==> config.mk <==
export PLATFORM = sky130hd
export DESIGN_NAME = sprite_pixel_priority_mux
export DESIGN_NICKNAME = d
export VERILOG_FILES = /design/src/sv/spm_pkg.sv /design/src/sv/spm_slot_bank.sv /design/src/sv/spm_prio.sv /design/src/sv/sprite_pixel_priority_mux.sv
export SDC_FILE = /design/constraint.sdc
export NUM_CORES = 1
export LEC_CHECK = 0
export BUFFER_PORTS_ARGS = -buffer_cell sky130_fd_sc_hd__buf_2
export CAP_MARGIN = 20
export CORE_ASPECT_RATIO = 1.4
export CORE_MARGIN = 1
export CORE_UTILIZATION = 35
export CTS_CLUSTER_DIAMETER = 80
export DETAILED_ROUTE_END_ITERATION = 8
export GPL_ROUTABILITY_DRIVEN = 0
export HOLD_SLACK_MARGIN = 0.08
export PLACE_DENSITY = 0.5
export SYNTH_ARGS = -nofsm -noshare
export SYNTH_HDL_FRONTEND = slang
export SYNTH_SLANG_ARGS = --single-unit
==> constraint.sdc <==
create_clock -name clk -period 2.74 [get_ports clk]
set_input_delay 0.548 -clock clk [delete_from_list [all_inputs] [get_ports clk]]
set_output_delay 0.548 -clock clk [all_outputs]
set_load 0.05 [all_outputs]
==> src/sv/spm_pkg.sv <==
// spm_pkg: shared types, constants and field layout for the sprite pixel priority mux.
// No dependencies; used by spm_slot_bank, spm_prio and sprite_pixel_priority_mux.
`timescale 1ns / 1ps

package spm_pkg;

	localparam int SLOT_COUNT = 8;

	localparam int SLOT_W    = 3;
	localparam int PAT_W     = 8;
	localparam int POS_W     = 8;
	localparam int PAL_W     = 2;
	localparam int PIX_W     = 2;
	localparam int COLOR_W   = PAL_W + PIX_W;
	localparam int S_DATA_W  = 40;
	localparam int M_DATA_W  = 8;
	localparam int APB_ADDR_W = 3;
	localparam int APB_DATA_W = 32;

	localparam logic [POS_W-1:0] DOT_LAST = 8'd255;
	localparam logic [POS_W-1:0] DOT_MASK_END = 8'd8;

	// register index (paddr[2])
	localparam logic REG_SHOW_LEFT = 1'b0;

	typedef enum logic {
		CMD_LOAD = 1'b0,
		CMD_DOT  = 1'b1
	} cmd_t;

	typedef struct packed {
		cmd_t               cmd;
		logic [SLOT_W-1:0]  slot;
		logic [PAT_W-1:0]   pattern_low;
		logic [PAT_W-1:0]   pattern_high;
		logic [POS_W-1:0]   sprite_x;
		logic [PAL_W-1:0]   palette_select;
		logic               behind_background;
		logic               is_sprite_zero;
		logic [POS_W-1:0]   dot_x;
		logic               bg_transparent;
	} item_t;

	// what one slot shows at the current dot
	typedef struct packed {
		logic               opaque;
		logic [PIX_W-1:0]   px;
		logic [PAL_W-1:0]   palette;
		logic               behind;
		logic               zero;
	} slot_tap_t;

	typedef struct packed {
		logic               sprite_drawn;
		logic [COLOR_W-1:0] color_slot;
		logic               zero_hit;
	} result_t;

endpackage

==> src/sv/spm_slot_bank.sv <==
// spm_slot_bank: per-slot sprite state (pattern shifters, X counters, attributes).
// Depends on spm_pkg. Loads a slot or shifts matching slots when upd is high.
`timescale 1ns / 1ps

module spm_slot_bank (
	input  logic                clk,
	input  logic                arst_n,
	input  logic                upd,
	input  spm_pkg::item_t      item,
	input  logic                show_left,
	output spm_pkg::slot_tap_t  taps [spm_pkg::SLOT_COUNT]
);

	logic [spm_pkg::PAT_W-1:0] lo_q  [spm_pkg::SLOT_COUNT];
	logic [spm_pkg::PAT_W-1:0] hi_q  [spm_pkg::SLOT_COUNT];
	logic [spm_pkg::POS_W-1:0] pos_q [spm_pkg::SLOT_COUNT];
	logic [spm_pkg::PAL_W-1:0] pal_q [spm_pkg::SLOT_COUNT];
	logic                      beh_q [spm_pkg::SLOT_COUNT];
	logic                      zero_q[spm_pkg::SLOT_COUNT];

	logic is_dot;
	logic masked;

	assign is_dot = (item.cmd == spm_pkg::CMD_DOT);
	assign masked = (item.dot_x < spm_pkg::DOT_MASK_END) && !show_left;

	genvar i;
	generate
		for (i = 0; i < spm_pkg::SLOT_COUNT; i++) begin : g_slot
			logic active;
			logic wr_sel;
			logic [spm_pkg::PIX_W-1:0] px;

			// slot live at this dot: counter matches and pattern not exhausted
			assign active = is_dot && (pos_q[i] == item.dot_x) && ((lo_q[i] | hi_q[i]) != '0);
			assign wr_sel = (item.cmd == spm_pkg::CMD_LOAD) &&
				({{(32-spm_pkg::SLOT_W){1'b0}}, item.slot} == 32'(i));
			assign px = masked ? '0 : {hi_q[i][0], lo_q[i][0]};

			assign taps[i].opaque  = active && (px != '0);
			assign taps[i].px      = px;
			assign taps[i].palette = pal_q[i];
			assign taps[i].behind  = beh_q[i];
			assign taps[i].zero    = zero_q[i];

			always_ff @(posedge clk or negedge arst_n) begin
				if (!arst_n) begin
					lo_q[i]   <= '0;
					hi_q[i]   <= '0;
					pos_q[i]  <= '0;
					pal_q[i]  <= '0;
					beh_q[i]  <= 1'b0;
					zero_q[i] <= 1'b0;
				end else if (upd) begin
					if (wr_sel) begin
						lo_q[i]   <= item.pattern_low;
						hi_q[i]   <= item.pattern_high;
						pos_q[i]  <= item.sprite_x;
						pal_q[i]  <= item.palette_select;
						beh_q[i]  <= item.behind_background;
						zero_q[i] <= item.is_sprite_zero;
					end else if (active) begin
						lo_q[i]  <= lo_q[i] >> 1;
						hi_q[i]  <= hi_q[i] >> 1;
						pos_q[i] <= pos_q[i] + 1'b1;  // wraps at 255
					end
				end
			end
		end
	endgenerate

endmodule

==> src/sv/spm_prio.sv <==
// spm_prio: lowest-numbered opaque slot wins; front/behind decision and sprite-zero hit.
// Depends on spm_pkg. Pure combinational.
`timescale 1ns / 1ps

module spm_prio (
	input  spm_pkg::slot_tap_t taps [spm_pkg::SLOT_COUNT],
	input  logic [spm_pkg::POS_W-1:0] dot_x,
	input  logic               bg_transparent,
	output spm_pkg::result_t   res
);

	logic drawn;
	logic [spm_pkg::COLOR_W-1:0] color;
	logic hit;

	always_comb begin
		drawn = 1'b0;
		color = '0;
		hit   = 1'b0;
		// scan high to low so the lowest opaque slot lands last
		for (int k = spm_pkg::SLOT_COUNT - 1; k >= 0; k--) begin
			if (taps[k].opaque) begin
				drawn = !taps[k].behind || bg_transparent;
				color = drawn ? {taps[k].palette, taps[k].px} : '0;
			end
		end
		for (int k = 0; k < spm_pkg::SLOT_COUNT; k++) begin
			if (taps[k].opaque && taps[k].zero)
				hit = 1'b1;
		end
		hit = hit && !bg_transparent && (dot_x != spm_pkg::DOT_LAST);
	end

	assign res.sprite_drawn = drawn;
	assign res.color_slot   = color;
	assign res.zero_hit     = hit;

endmodule

==> src/sv/sprite_pixel_priority_mux.sv <==
// sprite_pixel_priority_mux: top level of the scanline sprite output stage.
// Depends on spm_pkg, spm_slot_bank, spm_prio.
`timescale 1ns / 1ps

// Channel   Dir  Signals                                   Contents
// s_*       in   s_tvalid s_tready s_tdata[39:0] s_tuser  load or dot beat
// m_*       out  m_tvalid m_tready m_tdata[7:0]           one result beat per input beat
// apb       in   psel penable pwrite paddr pready ...      show_left_sprites at 0x0
//
// One beat per clock sustained while m_tready stays high. A beat sits in the input stage
// (_s1) until the output register is free; the slot bank and priority logic read the slot
// state there. m_tvalid rises as the beat moves from _s1 into the output register. Slot
// state updates as the beat leaves _s1, so the next beat sees it. Reset clears all slots and
// the output valid flag. A stalled m_tready holds the output register; s_tready drops only
// when both stages hold beats and m_tready is low.

module sprite_pixel_priority_mux (
	input  logic                            clk,
	input  logic                            arst_n,
	input  logic                            s_tvalid,
	output logic                            s_tready,
	// s_tdata, low bit up: slot[2:0] pattern_low[10:3] pattern_high[18:11]
	// sprite_x[26:19] palette_select[28:27] behind_background[29]
	// is_sprite_zero[30] dot_x[38:31] bg_transparent[39]
	input  logic [spm_pkg::S_DATA_W-1:0]    s_tdata,
	// s_tuser: cmd[0]
	input  logic                            s_tuser,
	output logic                            m_tvalid,
	input  logic                            m_tready,
	// m_tdata, low bit up: sprite_drawn[0] color_slot[4:1] zero_hit[5] zero[7:6]
	output logic [spm_pkg::M_DATA_W-1:0]    m_tdata,
	input  logic                            psel,
	input  logic                            penable,
	input  logic                            pwrite,
	input  logic [spm_pkg::APB_ADDR_W-1:0]  paddr,
	input  logic [spm_pkg::APB_DATA_W-1:0]  pwdata,
	output logic [spm_pkg::APB_DATA_W-1:0]  prdata,
	output logic                            pready
);

	spm_pkg::item_t   item_in;
	spm_pkg::item_t   item_s1;
	logic             vld_s1;
	logic             adv;
	logic             accept;
	spm_pkg::result_t res_c;
	spm_pkg::result_t res_q;
	logic             out_vld_q;
	logic             show_left_q;
	spm_pkg::slot_tap_t taps [spm_pkg::SLOT_COUNT];

	// ---- config port ----
	assign pready = 1'b1;

	always_ff @(posedge clk or negedge arst_n) begin
		if (!arst_n) begin
			show_left_q <= 1'b0;
		end else if (psel && penable && pwrite && pready && (paddr[2] == spm_pkg::REG_SHOW_LEFT)) begin
			show_left_q <= pwdata[0];
		end
	end

	assign prdata = (paddr[2] == spm_pkg::REG_SHOW_LEFT) ?
		{{(spm_pkg::APB_DATA_W-1){1'b0}}, show_left_q} : '0;

	// ---- input unpack ----
	assign item_in.cmd               = spm_pkg::cmd_t'(s_tuser);
	assign item_in.slot              = s_tdata[2:0];
	assign item_in.pattern_low       = s_tdata[10:3];
	assign item_in.pattern_high      = s_tdata[18:11];
	assign item_in.sprite_x          = s_tdata[26:19];
	assign item_in.palette_select    = s_tdata[28:27];
	assign item_in.behind_background = s_tdata[29];
	assign item_in.is_sprite_zero    = s_tdata[30];
	assign item_in.dot_x             = s_tdata[38:31];
	assign item_in.bg_transparent    = s_tdata[39];

	// ---- pipeline control ----
	assign adv      = vld_s1 && (!out_vld_q || m_tready);
	assign s_tready = !vld_s1 || adv;
	assign accept   = s_tvalid && s_tready;

	always_ff @(posedge clk or negedge arst_n) begin
		if (!arst_n) begin
			vld_s1 <= 1'b0;
		end else if (s_tready) begin
			vld_s1 <= s_tvalid;
		end
	end

	always_ff @(posedge clk) begin
		if (accept) begin
			item_s1 <= item_in;
		end
	end

	// ---- datapath ----
	spm_slot_bank u_bank (
		.clk       (clk),
		.arst_n    (arst_n),
		.upd       (adv),
		.item      (item_s1),
		.show_left (show_left_q),
		.taps      (taps)
	);

	spm_prio u_prio (
		.taps           (taps),
		.dot_x          (item_s1.dot_x),
		.bg_transparent (item_s1.bg_transparent),
		.res            (res_c)
	);

	// ---- output register ----
	always_ff @(posedge clk or negedge arst_n) begin
		if (!arst_n) begin
			out_vld_q <= 1'b0;
		end else if (adv) begin
			out_vld_q <= 1'b1;
		end else if (m_tready) begin
			out_vld_q <= 1'b0;
		end
	end

	always_ff @(posedge clk) begin
		if (adv) begin
			res_q <= res_c;
		end
	end

	assign m_tvalid = out_vld_q;
	assign m_tdata  = {2'b00, res_q.zero_hit, res_q.color_slot, res_q.sprite_drawn};

	// ---- assertions ----
	a_full_stall : assert property (@(posedge clk) disable iff (!arst_n)
		(vld_s1 && out_vld_q && !m_tready) |-> !s_tready)
		else $error("input taken while both stages full and output stalled");

	a_load_zero : assert property (@(posedge clk) disable iff (!arst_n)
		(adv && item_s1.cmd == spm_pkg::CMD_LOAD) |=> (res_q == '0))
		else $error("load beat produced a nonzero result");

	a_drawn_opaque : assert property (@(posedge clk) disable iff (!arst_n)
		(out_vld_q && res_q.sprite_drawn) |-> (res_q.color_slot[1:0] != 2'b00))
		else $error("drawn pixel is transparent");

	a_no_hit_last : assert property (@(posedge clk) disable iff (!arst_n)
		(adv && item_s1.dot_x == spm_pkg::DOT_LAST) |=> !res_q.zero_hit)
		else $error("sprite-zero hit reported at last dot");

endmodule
==> After elaboration in Yosys (flattened, before gate mapping) <==
Cells that the tools add are included.
{ "totals": {"out_inout_bits": 43, "mem_bits_rw": 0, "word_cells": 302, "register_bits": 274, "memories": 0, "mem_bits_ro": 0, "latchBits": 0} }
{ "classes": {"multipliers": 0, "n_lt_le_gt_ge": 1, "n_bitwise": 10, "div_mod_pow": 0, "n_addsub": 8, "reduce_logical": 112, "muxes": 91, "shifts": 0, "n_eq_ne": 16} }
{ "ops": {"columns": ["op", "n"], "rows": [
  ["$mux W8", 48],
  ["$add A8 B1 Y8 const B", 8],
  ["$eq A8 B8 Y1", 8],
  ["$mux W4", 16],
  ["$or A8 B8 Y8", 8],
  ["$reduce_bool A8 Y1", 8],
  ["$logic_and A1 B1 Y1", 48],
  ["$reduce_bool A2 Y1", 17],
  ["$reduce_and A2 Y1", 16],
  ["$mux W1", 19],
  ["$mux W2", 8],
  ["$eq A3 B3 Y1 const B", 4],
  ["$logic_not A1 Y1", 12],
  ["$logic_or A1 B1 Y1", 10],
  ["$lt A8 B4 Y1 const B", 1],
  ["$ne A8 B8 Y1 const B", 1],
  ["$eq A3 B2 Y1 const B", 2],
  ["$eq A3 B1 Y1 const B", 1],
  ["$logic_not A3 Y1", 1],
  ["$not A1 Y1", 2]
]} }

==> Depth between registers and ports, before layout <==
{ "logic_depth": {"word_depth": 16, "ltp_mapped": 10, "mapped_depth_nobuf": 8} }

==> Cells and area by module <==
Synthesis repeated with hierarchy kept, for this count alone.
{ "unflattened": {"hier_cells": 1606, "area_unflattened_um2": 15334.7} }
{ "by_module_without_submodules": {"columns": ["module", "seq_area_each_um2", "instances", "area_per_inst_um2", "cells_each"], "rows": [
  ["spm_slot_bank", 5605.4, 1, 12928.6, 1425],
  ["sprite_pixel_priority_mux", 1486.4, 1, 1816.7, 95],
  ["spm_prio", 0.0, 1, 589.3, 86]
]} }

==> Least setup slack after synthesis <==
Ideal clock, no wire load.
{ "synth_timing": {"path_kind": "reg2reg", "start": "reg out_vld_q (netlist: m_tvalid)", "end": "reg item_s1[0] (netlist bit), enable pin", "synth_period_minus_slack_ns": 2.570, "required_time_ns": 2.338, "stages_incl_launch_ff": 3, "arrival_time_ns": 2.167, "setup_ns": 0.402, "path_slack_ns": 0.170, "path_buffers": 0, "cell_sequence": "dfrtp_1 nand3b_1 and2_1"} }
{ "synth_between": {"elab_chain_cells": 5} }
{ "synth_lines": {"columns": ["item", "line_no", "source"], "rows": [
  ["from (decl)", "sprite_pixel_priority_mux.sv:48", "logic out_vld_q;"],
  ["from (signal assigned)", "sprite_pixel_priority_mux.sv:117", "out_vld_q <= 1'b0;"],
  ["from (signal assigned)", "sprite_pixel_priority_mux.sv:119", "out_vld_q <= 1'b1;"],
  ["from (signal assigned)", "sprite_pixel_priority_mux.sv:121", "out_vld_q <= 1'b0;"],
  ["$logic_not A1 Y1", "sprite_pixel_priority_mux.sv:79", "assign adv = vld_s1 && (!out_vld_q || m_tready);"],
  ["$logic_or A1 B1 Y1", "sprite_pixel_priority_mux.sv:79", null],
  ["$logic_and A1 B1 Y1", "sprite_pixel_priority_mux.sv:79", null],
  ["$logic_or A1 B1 Y1", "sprite_pixel_priority_mux.sv:80", "assign s_tready = !vld_s1 || adv;"],
  ["net s_tready", "sprite_pixel_priority_mux.sv:21", "output logic s_tready,"],
  ["$logic_and A1 B1 Y1", "sprite_pixel_priority_mux.sv:81", "assign accept = s_tvalid && s_tready;"],
  ["net accept", "sprite_pixel_priority_mux.sv:45", "logic accept;"],
  ["to (signal assigned)", "sprite_pixel_priority_mux.sv:93", "item_s1 <= item_in;"],
  ["to (decl)", "sprite_pixel_priority_mux.sv:42", "spm_pkg::item_t item_s1;"]
]} }
The timed path passes the listed nets, and every way through them passes these cells.
A chain may end at the register's enable or synchronous reset.

==> run_results.csv <==
group,metric,value,unit
status,status,"finished clean",
floorplanning,boundaryPins,126,
route,wl_per_cell,20.6,um
setup_path,cp-end-kind,"flip-flop",
setup_path,cpLargestDelayFamily,"compound AO/OA/AOI/OAI gates",
floorplanning,dieWidth,172,um
synth,syn_avg_cell_area,8.90,um^2
synth,yosysSeqAreaShare,0.499,
synth,synth_top_area_frac,0.399,
global_routing,grt_antenna_before_repair,0,
clocking,cts_tree,"built",
finish,layout.cells.non_filler,2240,
sta,skew,0.0178,ns
power_and_ir_drop,p_leak,7.04,nW
global_routing,track_usage,0.225,
global_routing,grt_pass1_vias,11600,
route,drtPass1Iterations,6,
synth,syn_inst,1598,
synth,synth_edf_count,47,
route,vias,12100,
global_routing,grt_pass1_wl,70000,um
setup_path,critical_path_class,"flip-flop to flip-flop",
sta,relSlewSlack,0.412,
sta,holdWs,0.147,ns
hold_path,hold_path.class,"input pin to flip-flop",
route,post-route-drc-count,0,
global_routing,grt_overflow_total,0,
setup_path,slowest_stage,"edfxtp_1",
sta,post-route-min-period,2.66,ns
clocking,root_buffer,"clkbuf_16",
placed_design,port_buffers,58,
sta,finalSetupViolCount,0,
finish,fill_cells,3988,
clocking,h-tree-depth,1,
placed_design,dp_hpwl,32700,um
synth,ys_async_sr_fraction,0.828,
clocking,insertion_delay,0.57,ns
synth,synthFlopType,"dfrtp_1",
floorplanning,start_util,0.354,
synth,synth_top_cell_by_area,"dfrtp_1",
finish,final_cell_mix,"nand2_1 (345), dfrtp_1 (227), nor2_1 (167)",
flow_run,max-cap-violations,0,
setup_path,required,3.15,ns
synth,yosysWarnings,0,
route,route.antenna.remaining_nets,0,
sta,rsz0062_at_grt,"yes",
power_and_ir_drop,power_density,834,mW/mm^2
synth,ys_types,69,
placed_design,placed_area,0.0155,mm^2
finish,fin_area,0.0167,mm^2
placed_design,dp_cells,2176,
global_routing,grt_max_degree,68,
finish,fin_nets,1773,
sta,tightest_slew,0.878,ns
setup_path,arrival,3.07,ns
sta,fin_setup_tns,0,ns
clocking,path_clk_slew,0.06,ns
route,wl,46100,um
clocking,clock-sinks,274,
floorplanning,rows,87,
floorplanning,core,0.0402,mm^2
finish,seq_area,0.00709,mm^2
clocking,clockBufferDepth,3,
synth,ys_ff_latch,274,
synth,syn_area,0.0142,mm^2
setup_path,path_cells,"buf_4 -> buf_4 -> xor2_1 -> nor4_2 -> and3_1 -> o311ai_1 -> buf_4 -> o221a_1 -> a311oi_2 -> a2bb2oi_2",
finish,mostFrequentLayoutCell,"nand2_1",
finish,multi_input_area,0.00665,mm^2
route,drt-initial-drc-count,912,
finish,num_antenna_cells,0,
setup_path,path_buf_inv,3,
setup_path,crit_path_start_kind,"flip-flop",
finish,drive_above_1_share,0.159,
sta,final_hold_viol_count,0,
power_and_ir_drop,power,13.9,mW
sta,clock.fmax,377,MHz
synth,synth_area_leaders,"dfrtp_1 (40%), edfxtp_1 (9.9%), nand2_1 (9.1%), a31oi_1 (4.7%), nor2_1 (4.4%)",
route,viasPerCell,5.42,
setup_path,slowest_delay,0.39,ns
power_and_ir_drop,irDropWorstVdd,0.542,mV
floorplanning,die-area,0.0415,mm^2
setup_path,path_common_cell,"buf_4",
floorplanning,die_h,241,um
finish,area_growth,17.2,%
sta,period_share,0.969,
setup_path,critPathMaxFanout,5,
sta,drv_slew,0,
clocking,cts-buffers-inserted,30,
[power breakdown]
part	switching [mW]	internal [mW]	total, mW
Clock	1.76	2.41	4.16
Sequential	1.30	5.34	6.63
Combinational	1.70	1.40	3.10
[worst paths after layout]
kind                       slack (ns)                        from  depth (start not counted)                            to
max                              0.08        item_s1[6]$_DFFE_PP_                         10          m_tdata[0]$_DFFE_PP_
min                              0.15                 s_tdata[33]                          1          item_s1[3]$_DFFE_PP_
max reg2reg                      0.08        item_s1[6]$_DFFE_PP_                         10          m_tdata[0]$_DFFE_PP_
min reg2reg                      0.48  u_bank.taps[8]$_DFFE_PN0P_                          2    u_bank.taps[8]$_DFFE_PN0P_
max in group asynchronous        1.45                      arst_n                          3   u_bank.lo_q[38]$_DFFE_PN0P_
min in group asynchronous        0.50                      arst_n                          2  u_bank.pos_q[33]$_DFFE_PN0P_
[area by class of cell]
type,instances,area share
clock buffers,42,0.0521
clock inverters,14,0.00856
inverters,12,0.00270
multi-input cells,1201,0.399
flip-flops and latches,274,0.425
well taps,534,0.0401
repair buffers,163,0.0724
[cell usage after synthesis, types with 3 or more instances]
cell,instances
o32ai_1,3
dfrtp_1,227
buf_2,14
nor2_1,167
o22ai_1,18
nor2b_1,5
and2_1,3
edfxtp_1,47
xor2_1,32
o21ai_1,13
nand4_1,29
o21ai_0,59
clkbuf_1,71
a311oi_1,4
buf_6,4
nand2b_1,10
xnor2_1,32
mux2i_1,18
and3_1,18
ha_1,8
nand2_1,345
buf_1,21
a211oi_1,13
nor4_1,41
nand3_1,39
buf_4,34
a22oi_1,7
nor3_1,12
a21oi_1,99
a221oi_1,4
a31oi_1,107
or4_1,4
a311o_1,4
mux2_2,25
inv_1,11
and4_1,7
[cell families (layout without fill, tap and decap cells)]
logic type               Yosys count  in the layout  share of synthesized area
AO/OA/AOI/OAI                    354            354                      0.153
multiplexers                      43             43                     0.0325
buffers and inverters            156            231                     0.0535
flip-flops                       274            274                      0.499
XOR/XNOR                          64             64                     0.0394
other                              2             34                   0.000528
adder cells (fa/ha/maj)            8              8                    0.00704
AND/OR/NAND/NOR                  697            698                      0.216
[metal layers]
layer,global-route usage,vias to the layer above,share of wire
met5,0,-,0
met4,0.0888,0,0.040
met3,0.0229,95,0.038
met2,0.390,374,0.51
met1,0.286,5906,0.41
li1,-,5767,-
[flip-flops by register name, indices dropped and copies added, names as in the netlist]
name          count
u_bank.taps      32
show_left_q       1
u_bank.lo_q      64
u_bank.hi_q      64
u_bank.pos_q     64
m_tvalid          1
item_s1          41
m_tdata           6
vld_s1            1
[stage by stage]
stage | utilization | worst slack [ns]
finish | 0.415 | 0.0842
global route | 0.415 | -0.0160
global placement | 0.386 | 0.00596
floorplan | - | 0.170
detailed placement | 0.386 | 0.00135
CTS | 0.412 | 0.00412
[repair_timing]
item	in CTS	in global routing
hold endpoints to repair	52	0
gates resized for setup	2	14
hold buffers	1	0
pin swaps	2	4
cloned	0	1
endpoints found under the setup margin	3	6
setup buffers	5	2
Note: power is estimated with default switching activity, not from simulation.
